==> config.mk <==
export PLATFORM = sky130hd
export DESIGN_NAME = qalu_front
export DESIGN_NICKNAME = d
export VERILOG_FILES = /design/src/rtl/qalu_pkg.sv /design/src/rtl/qalu_front.sv
export SDC_FILE = /design/constraint.sdc
export NUM_CORES = 1
export LEC_CHECK = 0
export ABC_AREA = 1
export BUFFER_PORTS_ARGS = -buffer_cell sky130_fd_sc_hd__buf_4
export CAP_MARGIN = 25
export CORE_UTILIZATION = 25
export DETAILED_ROUTE_END_ITERATION = 8
export SYNTH_ARGS = -nofsm -noshare
export SYNTH_HDL_FRONTEND = slang
export SYNTH_SLANG_ARGS = --single-unit
==> constraint.sdc <==
create_clock -name clk_i -period 12.2 [get_ports clk_i]
set_input_delay 0.61 -clock clk_i [delete_from_list [all_inputs] [get_ports clk_i]]
set_output_delay 0.61 -clock clk_i [all_outputs]
set_load 0.05 [all_outputs]
==> src/rtl/qalu_pkg.sv <==
// ----------------------------------------------------------------------------
// qalu_pkg
// Shared types, opcodes and saturation helper of the quaternion ALU.
// ----------------------------------------------------------------------------
`default_nettype none

package qalu_pkg;

  localparam int unsigned DW = 32;   // component width
  localparam int unsigned QW = 65;   // sum of four squares, carry included
  localparam int unsigned SW = 66;   // signed sum of four full products

  typedef logic signed [DW-1:0] fx_t;
  typedef fx_t [3:0] quat_t;         // index 0 is w, 1 x, 2 y, 3 z

  localparam fx_t FX_MAX = 32'sh7fff_ffff;
  localparam fx_t FX_MIN = 32'sh8000_0000;

  typedef enum logic [3:0] {
    OP_ADD     = 4'd0,
    OP_ADDVEC  = 4'd1,
    OP_DOT     = 4'd2,
    OP_SCALE   = 4'd3,
    OP_CONJ    = 4'd4,
    OP_NEG     = 4'd5,
    OP_NORMSQ  = 4'd6,
    OP_NORM    = 4'd7,
    OP_UNIT    = 4'd8,
    OP_INV     = 4'd9,
    OP_PRODUCT = 4'd10,
    OP_EQUAL   = 4'd11,
    OP_NONE    = 4'd15   // any opcode without an operation
  } op_e;

  typedef enum logic [1:0] {
    SQ_IDLE,
    SQ_ROOT,
    SQ_DIV,
    SQ_FIN
  } seq_state_e;

  typedef struct packed {
    op_e   op;
    quat_t a;
    quat_t b;
  } item_t;

  typedef struct packed {
    quat_t r;
    fx_t   s;
    logic  eq;
    logic  ov;
    logic  dz;
  } result_t;

  typedef struct packed {
    logic go;
    op_e  op;
  } seq_cmd_t;

  typedef struct packed {
    logic idle;
    logic fin;
  } seq_sts_t;

  typedef struct packed {
    fx_t  v;
    logic ov;
  } sat_t;

  // Clamp a wide signed value to 32 bits.
  function automatic sat_t sat32(input logic signed [SW-1:0] v);
    sat_t res;
    if ((&v[SW-1:DW-1]) || !(|v[SW-1:DW-1])) begin
      res.v  = v[DW-1:0];
      res.ov = 1'b0;
    end else begin
      res.v  = v[SW-1] ? FX_MIN : FX_MAX;
      res.ov = 1'b1;
    end
    return res;
  endfunction

endpackage

`default_nettype wire

==> src/rtl/qalu_front.sv <==
// ----------------------------------------------------------------------------
// qalu_front
// Takes items, maps the opcode onto an operation and holds them in a
// two-entry queue for the execution side.
// ----------------------------------------------------------------------------
`default_nettype none

module qalu_front (
  input  logic            clk_i,
  input  logic            rst_ni,
  input  logic            start_i,
  input  logic [3:0]      opcode_i,
  input  qalu_pkg::quat_t a_i,
  input  qalu_pkg::quat_t b_i,
  output logic            busy_o,
  output logic            head_vld_o,
  output qalu_pkg::item_t head_o,
  input  logic            pop_i
);
  import qalu_pkg::*;

  localparam int unsigned QD = 2;

  item_t       in_item;
  item_t       mem_q [QD];
  logic        wp_q, rp_q;
  logic [1:0]  cnt_q, cnt_d;
  logic        push, pop;

  always_comb begin
    in_item.a  = a_i;
    in_item.b  = b_i;
    in_item.op = (opcode_i <= OP_EQUAL) ? op_e'(opcode_i) : OP_NONE;
  end

  assign busy_o     = (cnt_q == 2'(QD));
  assign head_vld_o = (cnt_q != 2'd0);
  assign head_o     = mem_q[rp_q];
  assign push       = start_i && !busy_o;
  assign pop        = pop_i && head_vld_o;
  assign cnt_d      = cnt_q + 2'(push) - 2'(pop);

  always_ff @(posedge clk_i) begin
    if (push) begin
      mem_q[wp_q] <= in_item;
    end
  end

  always_ff @(posedge clk_i or negedge rst_ni) begin
    if (!rst_ni) begin
      wp_q  <= 1'b0;
      rp_q  <= 1'b0;
      cnt_q <= 2'd0;
    end else begin
      if (push) begin
        wp_q <= ~wp_q;
      end
      if (pop) begin
        rp_q <= ~rp_q;
      end
      cnt_q <= cnt_d;
    end
  end

endmodule

`default_nettype wire

==> out/results.txt, run 1 <==
pwr/cell area = 300.1 nW/um^2
average cell area after synthesis = 13.75 um^2
Max-cap violations = 0
min Tclk post-route = 4.501 ns
metal3 WL = 4.731 mm
RSZ-0062 raised after global routing = no
ratio of cells with drive above 1 in the final layout = 0.3158
antenna-violating nets left = 0
CP endpoint kind = output port
Synth Register Bits = 524
CTS sink cnt = 524
clock slew at reported path FFs = 0.06 ns
CTS Root Cell = clkbuf_16
Starting Density = 0.2526
fmax = 222.2 MHz
Synth top area share = 0.8138
Hold WC Path Type = input pin to register
setup TNS = 0 ns
FP Rows = 101
CTS H-tree depth = 2
Avg Vias per Cell = 3.984
GPL Wtd Cong = 0.7363
Synth area leaders = edfxtp_1 (81%), nand2_1 (16%), buf_2 (0.70%)
Via Count = 11.99k
cell-by-cell trace of the critical path = inv_8 > buf_4 > buf_4 > nand2_1 > nand2_1 > buf_4
Data required, critical path = 11.59 ns
Synth Cell Area = 19190 um^2
hold depth = 1
number of port buffers = 525
type of the worst setup path = register to output port
# resized after CTS = 0
gr usage total = 0.1162
Nets = 2199
initial antenna violation count = 3
Leak Pwr = 10.83 nW
DRT Pass-1 Iters = 5
Slew Limit Headroom = 0.3605
clk buf depth = 3
crit-path most repeated cell = buf_4
Core Area = 75950 um^2
max layer used = met5
hpwl dp = 30.40 mm
Worst path depth = 6
post-synthesis sequential area ratio = 0.8190
Worst-Skew Late Latency = 0.61 ns
CP startpoint kind = register
Synth cell types = 13
Syn Nets = 1662
Fin. Hold Viols = 0
die height = 279.0 um
first-pass GRT wire length = 70.20 mm
grt total ovfl = 0
outcome = complete, no violations
Post-Synthesis Cells = 1396
die footprint = 77870 um^2
Metal-1 WL = 17.86 mm
Starting DRT DRC Count = 576
crit-path leading delay family = buffers and inverters
I/O Pins = 526
total wire length = 47.10 mm
peak supply drop = 0.1996 mV
crit-path max cell delay = 0.80 ns
area of the multi-input gates = 3043 um^2
Synth warnings = 0
Routed met2 length = 23.30 mm
Inserted Clock Buffers = 57
Synth area leader = edfxtp_1
drc violations = 0
DP Area = 24150 um^2
R2R depth = 5
worst slew pin tran = 0.9592 ns
CP Buf/Inv Count = 4
Setup Skew = 0.02255 ns
TritonCTS clock tree = yes
Filler cells = 7464
Worst EP arrival = 3.89 ns
fin util = 0.3430
design area = 26050 um^2
critical path's slowest cell = buf_4
fin. max-slew vios = 0
vias in the first global route = 12.35k
register area = 15720 um^2
DR WL/cell = 15.65 um
# setup viols final = 0
largest net degree at the start of global routing = 150
Crit Path Max Fanout = 117
Area Overhead vs Synth = 35.76%
Die Span X = 279.0 um
n_diodes = 0
part of the cycle the worst path needs = 0.3689
==> cell usage in the layout (no fill, tap or decap) <==
master | Yosys | routed
buf_12 | 0 | 1
buf_4 | 12 | 535
bufinv_16 | 0 | 8
clkbuf_1 | 8 | 11
clkbuf_16 | 0 | 57
clkinv_1 | 0 | 9
clkinv_2 | 0 | 10
clkinv_4 | 0 | 1
clkinv_8 | 0 | 2
clkinvlp_4 | 0 | 3
dfrtp_1 | 4 | 3
dfrtp_4 | 0 | 1
dlygate4sd3_1 | 0 | 1
edfxtp_1 | 520 | 520
ha_1 | 2 | 2
inv_1 | 11 | 10
inv_6 | 0 | 3
inv_8 | 0 | 3
nand2_1 | 793 | 793
nand3_1 | 3 | 3
nor2_4 | 0 | 1
o21bai_1 | 2 | 2
==> repair_timing <==
action | in CTS | in global routing
setup buffers | 0 | 0
endpoints found under the hold margin | 4 | 0
hold buffers | 1 | 0
==> through the flow <==
stage,hold WS [ns],instances,power [mW],worst slack (ns)
6_report,0.1831,3009,7.817,7.699
5_1_grt,0.1290,3009,8.195,7.304
4_1_cts,0.1221,3009,7.940,7.455
3_5_place_dp,0.4091,2903,6.178,8.127
3_3_place_gp,0.4071,2903,6.141,8.181
2_1_floorplan,0.3144,1396,5.139,4.262
==> area by class of cell <==
type                    count  share of cell area
repair buffers            537              0.1553
clock buffers              68             0.05634
well taps                1030             0.04947
inverters                  12            0.002305
multi-input cells         801              0.1168
clock inverters            37             0.01633
flip-flops and latches    524              0.6034
==> metal layers <==
layer  global-route usage  vias to the layer above
li1                     -                     5797
met1               0.1308                     5680
met2               0.1989                      423
met3              0.04920                       84
met4              0.03480                        4
met5                    0                        -
==> state kept, by name, indices dropped and copies added, names as in the netlist <==
register	count
cnt_q	2
mem_q	520
rp_q	1
wp_q	1
==> final timing paths <==
| check | from | to | slack [ns] |
|---|---|---|---|
| worst max-delay path | rp_q | head_o[77] | 7.70 |
| worst min-delay path | b_i[60] | mem_q[0][60] | 0.18 |
| worst max register to register | cnt_q[1] | mem_q[1][157] | 9.54 |
| worst min register to register | wp_q | wp_q | 0.47 |
| max in group asynchronous | rst_ni | rp_q | 11.72 |
| min in group asynchronous | rst_ni | rp_q | 0.37 |
==> cells by family (layout without fill, tap and decap cells) <==
group	after synthesis	count (layout)	synth area share
and+or+nand+nor	797	797	0.1561
DFF	524	524	0.8190
buffers and inverters	71	654	0.02282
adders and majority gates	2	2	0.001304
AOI/OAI and AO/OA	2	2	0.0007822
==> synth_stat cells (all sizes together) <==
| master | instances |
|---|---|
| o21bai | 2 |
| clkbuf | 8 |
| inv | 12 |
| nand3 | 3 |
| edfxtp | 520 |
| buf | 51 |
| ha | 2 |
| dfrtp | 4 |
| nor2 | 1 |
| nand2 | 793 |
==> power by group <==
| part | internal [mW] | switching [mW] |
|---|---|---|
| registers | 2.46 | 0.107 |
| logic | 0.846 | 2.68 |
| clock network | 1.03 | 0.699 |
| total | 4.33 | 3.48 |
Note: power is estimated with default switching activity, not from simulation.
==> run 2, diff against run 1 <==
--- a/config.mk
+++ b/config.mk
@@ -5,7 +5,7 @@
 export SDC_FILE = /design/constraint.sdc
 export NUM_CORES = 1
 export LEC_CHECK = 0
-export ABC_AREA = 1
+export ABC_AREA = 0
 export BUFFER_PORTS_ARGS = -buffer_cell sky130_fd_sc_hd__buf_4
 export CAP_MARGIN = 25
 export CORE_UTILIZATION = 25
==> constraint.sdc (replaced) <==
create_clock -name clk_i -period 4.2 [get_ports clk_i]
set_input_delay 0.21 -clock clk_i [delete_from_list [all_inputs] [get_ports clk_i]]
set_output_delay 0.21 -clock clk_i [all_outputs]
set_load 0.05 [all_outputs]
==> run 2 against run 1 <==
Compared with the run above:
- via count shrank 9.0%
- non-clock buffer count rose by 281
- clock power rose to 2.9 times the previous value
- clock-buffer cell count shrank 3
==> out/results.txt, run 2 <==
outcome = complete, no violations
min Tclk post-route = 2.810 ns
CP endpoint kind = output port
Sw Share = 0.3951 (-0.05045)
I/O Pins = 526 (unchanged)
total wire length = 47.47 mm (+0.78%)
TritonCTS clock tree = yes
Leak Pwr = 11.49 nW (+6.1%)
DRT Pass-1 Iters = 4 (-1)
Filler cells = 7154 (-4.2%)
largest net degree at the start of global routing = 78 (-48%)
FP Rows = 102 (+0.99%)
DP Area = 25050 um^2 (+3.7%)
antenna-violating nets left = 0 (unchanged)
final worst slack = 1.390 ns (-6.310 ns)
fin. max-slew vios = 0 (unchanged)
Hold EP = mem_q[1][45]
design area = 29580 um^2 (+14%)
Area Overhead vs Synth = 49.69%
area of the multi-input gates = 3764 um^2 (+24%)
fmax = 355.8 MHz
Starting Density = 0.2538 (+0.001193)
gr usage total = 0.1146 (-0.001541)
Crit Path Max Fanout = 77 (-34%)
Synth warnings = 0 (unchanged)
worst slew pin tran = 0.8508 ns (-0.1084 ns)
number of port buffers = 525 (unchanged)
CTS H-tree depth = 2 (unchanged)
die height = 283.2 um (+1.5%)
Die Span X = 283.2 um (+1.5%)
peak supply drop = 0.4774 mV (+140%)
postcts setup bufs = 0 (unchanged)
Top FF cell, synth = edfxtp_1
Critical R2R Capture = mem_q[1][142]
count leader, synth = edfxtp_1
R2R depth = 3 (-2)
sequential share of power = 0.330 (+0.002)
register area = 15720 um^2 (unchanged)
vias in the first global route = 12.28k (-0.64%)
Logic pwr share = 0.451 (about the same)
Clock power frac = 0.220 (about the same)
Synth Register Bits = 524 (unchanged)
Slew Limit Headroom = 0.4328 (+0.07226)
part of the cycle the worst path needs = 0.6691
# setup viols final = 0 (unchanged)
Syn Nets = 1097 (-34%)
sw power = 8.960 mW (+160%)
Max-cap violations = 0 (unchanged)
Post-synth top cells = edfxtp_1 (520), mux2_4 (190), mux2_2 (70)
most frequent cells in the layout = buf_4 (546), edfxtp_1 (520), dlygate4sd3_1 (264)
Worst R2R Setup Slack = 1.98 ns (-7.56 ns)
commonest non-fill, non-tap cell in the layout = buf_4
CTS Root Cell = clkbuf_16
grt total ovfl = 0 (unchanged)
total power = 22.68 mW (+190%)
Worst-Skew Late Latency = 0.60 ns (about the same)
pwr/cell area = 766.7 nW/um^2 (+160%)
Starting DRT DRC Count = 426 (-26%)
type of the worst setup path = register to output port
Largest Register = mem_q
flip-flop count of the largest register after layout = 520 (unchanged)
Avg Vias per Cell = 3.943 (-1.0%)
DR WL/cell = 17.15 um (+9.6%)
ratio of cells with drive above 1 in the final layout = 0.5275 (+0.2117)
Synth top area share = 0.7902 (-0.02360)
Nets = 1943 (-12%)
Reg-to-Reg Start = cnt_q[1]
P_int = 13.72 mW (+220%)
Worst EP arrival = 2.60 ns (-1.29 ns)
Post-synth EDFFs = 520 (unchanged)
drc violations = 0 (unchanged)
Post-Synthesis Cells = 831 (-40%)
Synth area leader = edfxtp_1
ys async rst share = 0.007634 (unchanged)
clock slew at reported path FFs = 0.06 ns (about the same)
Fin. Hold Viols = 0 (unchanged)
average cell area after synthesis = 23.78 um^2 (+73%)
Post-Place Setup Slack = 1.919 ns (-6.207 ns)
Top Registers = mem_q (520), cnt_q (2)
Inserted Clock Buffers = 57 (unchanged)
CTS sink cnt = 524 (unchanged)
Setup Skew = 0.01648 ns (-0.006070 ns)
Synth cell types = 18 (+5)
Synth area leaders = edfxtp_1 (79%), mux2_4 (14%), mux2_2 (4.0%)
first-pass GRT wire length = 71.63 mm (+2.0%)
CP startpoint kind = register
Synth Cell Area = 19760 um^2 (+3.0%)
Data required, critical path = 3.99 ns (-7.60 ns)
Worst Min Path Start = b_i[45]
GPL Wtd Cong = 0.7855 (+6.7%)
hpwl dp = 31.19 mm (+2.6%)
RSZ-0062 raised after global routing = no
die footprint = 80170 um^2 (+3.0%)
post-synthesis sequential area ratio = 0.7952 (-0.02375)
hold depth = 2 (+1)
initial antenna violation count = 4 (+1)
clk buf depth = 3 (unchanged)
Via Count = 10.92k (-9.0%)
Hold WC Path Type = input pin to register
Core Area = 77850 um^2 (+2.5%)
run 2: changes by cell type after synthesis, moves of 6 or more:
cell      before  now
buf_6         12   22
mux2_4         0  190
inv_1         11    2
clkbuf_1       8    2
buf_4         12    0
buf_2         27    7
mux2_2         0   70
nand2_1      793    1
run 2: cell families (layout without fill, tap and decap cells):
logic type	count (synthesis)	count (layout)	synth area share
flip-flops	524	524	0.7952
XOR/XNOR	4	4	0.001773
other	0	3	0
AND/OR/NAND/NOR	6	6	0.001647
multiplexers	260	260	0.1842
adder cells (fa/ha/maj)	2	2	0.001266
AO/OA/AOI/OAI	2	2	0.0007596
buffers and inverters	33	927	0.01507
run 2: area by class of cell:
type	count	share of cell area
Sequential cell	524	0.5314
Clock inverter	42	0.01290
Tap cell	1040	0.04399
Multi-Input combinational cell	274	0.1272
Inverter	2	0.0002538
Timing Repair Buffer	818	0.2333
Antenna cell	3	0.0002538
Clock buffer	65	0.05067
run 2: per-stage QoR:
stage / TNS, ns / hold slack, ns / util / std cells
after global placement: 0 / 0.007598 / 0.3218 / 2394
after detailed placement: 0 / 0.01225 / 0.3218 / 2394
after global routing: 0 / 0.3072 / 0.3800 / 2768
after CTS: 0 / 0.2866 / 0.3799 / 2765
final: 0 / 0.3396 / 0.3800 / 2768
after floorplan: -173.26 / -0.08559 / - / 831
run 2: power by group through the flow:
stage | Clock, mW | Combinational, mW | Sequential [mW]
global route | 5.33 | 10.6 | 7.59
finish | 4.98 | 10.2 | 7.48
CTS | 5.13 | 10.3 | 7.49
global placement | 0 | 10.1 | 7.53
detailed placement | 0 | 10.1 | 7.60
floorplan | 0 | 7.41 | 7.60
run 2: timing repair:
item                                    CTS  global route
hold endpoints to repair                526             0
resized for setup                         0             0
hold buffers                            264             0
endpoints found under the setup margin    0             0
run 2: how the worst max path moves through the flow:
stage                        start            end  slack, ns
after floorplan           cnt_q[1]    mem_q[0][0]      -0.67
after global placement    cnt_q[1]  mem_q[0][180]       2.00
after detailed placement  cnt_q[1]  mem_q[0][180]       1.92
after CTS                     rp_q    head_o[256]       1.29
after global routing          rp_q    head_o[256]       1.23
final                         rp_q    head_o[192]       1.39
run 2: metal layers:
| metal | track usage | wire [um] | up-vias |
|---|---|---|---|
| li1 | - | - | 5020 |
| met5 | 0 | 0 | - |
| met4 | 0.05014 | 1629 | 0 |
| met2 | 0.2140 | 25680 | 341 |
| met3 | 0.02746 | 2580 | 102 |
| met1 | 0.1214 | 17580 | 5452 |
run 2: critical path, stage by stage (launching register included):
cell	delay [ns]
dfrtp_4	0.80
buf_12	0.50
mux2_4	0.36
buf_4	0.19
==> run 3, diff against run 2 <==
==> constraint.sdc (replaced) <==
create_clock -name clk_i -period 2.7 [get_ports clk_i]
set_input_delay 0.135 -clock clk_i [delete_from_list [all_inputs] [get_ports clk_i]]
set_output_delay 0.135 -clock clk_i [all_outputs]
set_load 0.05 [all_outputs]
==> run 3 against run 2 <==
Compared with the run above:
- sequential share of layout area fell by 0.18 points
- highest routed layer unchanged
- critical path type unchanged
- register-to-register slack got worse by 1.2 ns
- largest cell class unchanged
- die area did not move
- largest power group unchanged
==> out/results.txt, run 3 (synthesized netlist as in run 2, its figures left out) <==
crit-path max cell delay = 0.58 ns (-0.22 ns)
CTS sink cnt = 524 (unchanged)
gr usage total = 0.1149 (+0.0003134)
Worst-Skew Late Latency = 0.60 ns (about the same)
initial antenna violation count = 0 (-4)
Top Registers = mem_q (520), cnt_q (2)
grt total ovfl = 0 (unchanged)
worst slew pin tran = 0.6385 ns (-0.2123 ns)
setup TNS = 0 ns (unchanged)
Slew Limit Headroom = 0.5743 (+0.1415)
worst hold margin = 0.2613 ns (-0.07833 ns)
Reg-to-Reg Start = cnt_q[1]
clock slew at reported path FFs = 0.06 ns (about the same)
Starting DRT DRC Count = 425 (-0.23%)
Worst Min Path Start = b_i[42]
number of port buffers = 525 (unchanged)
fin. max-slew vios = 0 (unchanged)
GPL Wtd Cong = 0.7805 (-0.64%)
TritonCTS clock tree = yes
CP Buf/Inv Count = 3 (+1)
GR Util met3 = 0.02810 (+0.0006441)
Nets = 1961 (+0.93%)
DR WL/cell = 17.19 um (+0.24%)
Die Span X = 283.2 um (unchanged)
type of the worst setup path = register to output port
Core Area = 77850 um^2 (unchanged)
Data required, critical path = 2.57 ns (-1.42 ns)
most frequent cells in the layout = buf_4 (555), edfxtp_1 (520), dlygate4sd3_1 (264)
Top Usage Layer GRT = met2
commonest non-fill, non-tap cell in the layout = buf_4
FP Rows = 102 (unchanged)
Area Overhead vs Synth = 50.20%
DRT Pass-1 Iters = 4 (unchanged)
outcome = complete, no violations
fin util = 0.3813 (+0.001302)
met1 GRT Util = 0.1229 (+0.001514)
part of the cycle the worst path needs = 0.9087
CTS Root Cell = clkbuf_16
flip-flop count of the largest register after layout = 520 (unchanged)
min Tclk post-route = 2.453 ns
Crit. Startpoint = rp_q
Avg Vias per Cell = 3.933 (-0.27%)
clk buf depth = 3 (unchanged)
pwr/cell area = 1186 nW/um^2 (+55%)
critical path's slowest cell = dfrtp_4
postcts setup bufs = 0 (unchanged)
RSZ-0062 raised after global routing = no
crit-path leading delay family = buffers and inverters
hpwl dp = 32.42 mm (+3.9%)
Largest Register = mem_q
die footprint = 80170 um^2 (unchanged)
I/O Pins = 526 (unchanged)
cell-by-cell trace of the critical path = buf_12 > buf_12 > mux2_4 > buf_4
Worst EP arrival = 2.32 ns (-0.28 ns)
CP startpoint kind = register
Leak Pwr = 11.55 nW (+0.51%)
largest net degree at the start of global routing = 47 (-40%)
drc violations = 0 (unchanged)
Via Count = 10.92k (+0.055%)
fmax = 407.6 MHz
Inserted Clock Buffers = 57 (unchanged)
first-pass GRT wire length = 71.26 mm (-0.51%)
Max-cap violations = 0 (unchanged)
ratio of cells with drive above 1 in the final layout = 0.5259 (-0.001615)
peak supply drop = 0.7333 mV (+54%)
GR Util met2 = 0.2138 (about the same)
total wire length = 47.73 mm (+0.56%)
CP endpoint kind = output port
Fin. Hold Viols = 0 (unchanged)
Filler cells = 7134 (-0.28%)
vias in the first global route = 12.16k (-0.98%)
Starting Density = 0.2538 (unchanged)
CTS H-tree depth = 2 (unchanged)
# setup viols final = 0 (unchanged)
Crit Path Max Fanout = 27 (-65%)
Hold WC Path Type = input pin to register
die height = 283.2 um (unchanged)
crit-path most repeated cell = buf_12
Setup Skew = 0.02186 ns (+0.005381 ns)
antenna-violating nets left = 0 (unchanged)
-- run 3: through the flow --
stage          cell area, um^2  instances  power (mW)  worst slack (ns)
2_1_floorplan            19770        831       23.35            -2.166
3_3_place_gp             25300       2412       27.76            0.7895
3_5_place_dp             25300       2412       27.92            0.7629
4_1_cts                  29680       2776       35.69            0.1392
5_1_grt                  29680       2776       36.51            0.1085
6_report                 29680       2777       35.20            0.2466
-- run 3: repair_timing --
action / CTS / global route
hold buffers: 264 / 0
endpoints found under the hold margin: 526 / 0
gates resized for setup: 0 / 0
-- run 3: routing by layer --
metal,up-vias,wire length (um),share of wire
li1,5060,-,-
met1,5465,17920,0.38
met2,318,25600,0.54
met3,78,2619,0.055
met4,0,1591,0.033
met5,-,0,0
-- run 3: path summary, 6_finish.rpt --
kind                            endpoint  slack, ns  cells after the start
setup reg to reg           mem_q[1][214]       0.79                      3
hold / removal              mem_q[0][42]       0.26                      2
setup / recovery             head_o[245]       0.25                      4
min in group asynchronous       cnt_q[0]       0.47                      3
max in group asynchronous           rp_q       2.03                      3
hold reg to reg                 cnt_q[1]       0.51                      1
-- run 3: where the power goes --
group | switching (mW) | leakage (nW) | internal (mW)
Sequential | 0.456 | 4.87 | 11.1
Clock | 3.10 | 0.850 | 4.21
Combinational | 10.4 | 5.83 | 5.96
Total | 13.9 | 11.5 | 21.3
-- run 3: cell type report --
class / count / area [um^2] / area share
sequential: 524 / 15720 / 0.5296
tap: 1040 / 1301 / 0.04384
inverter: 2 / 7.507 / 0.0002529
clock inverter: 28 / 235.2 / 0.007925
timing repair buffer: 836 / 7149 / 0.2409
multi-input combinational: 274 / 3764 / 0.1268
antenna: 1 / 2.502 / 0.00008431
clock buffer: 72 / 1504 / 0.05067
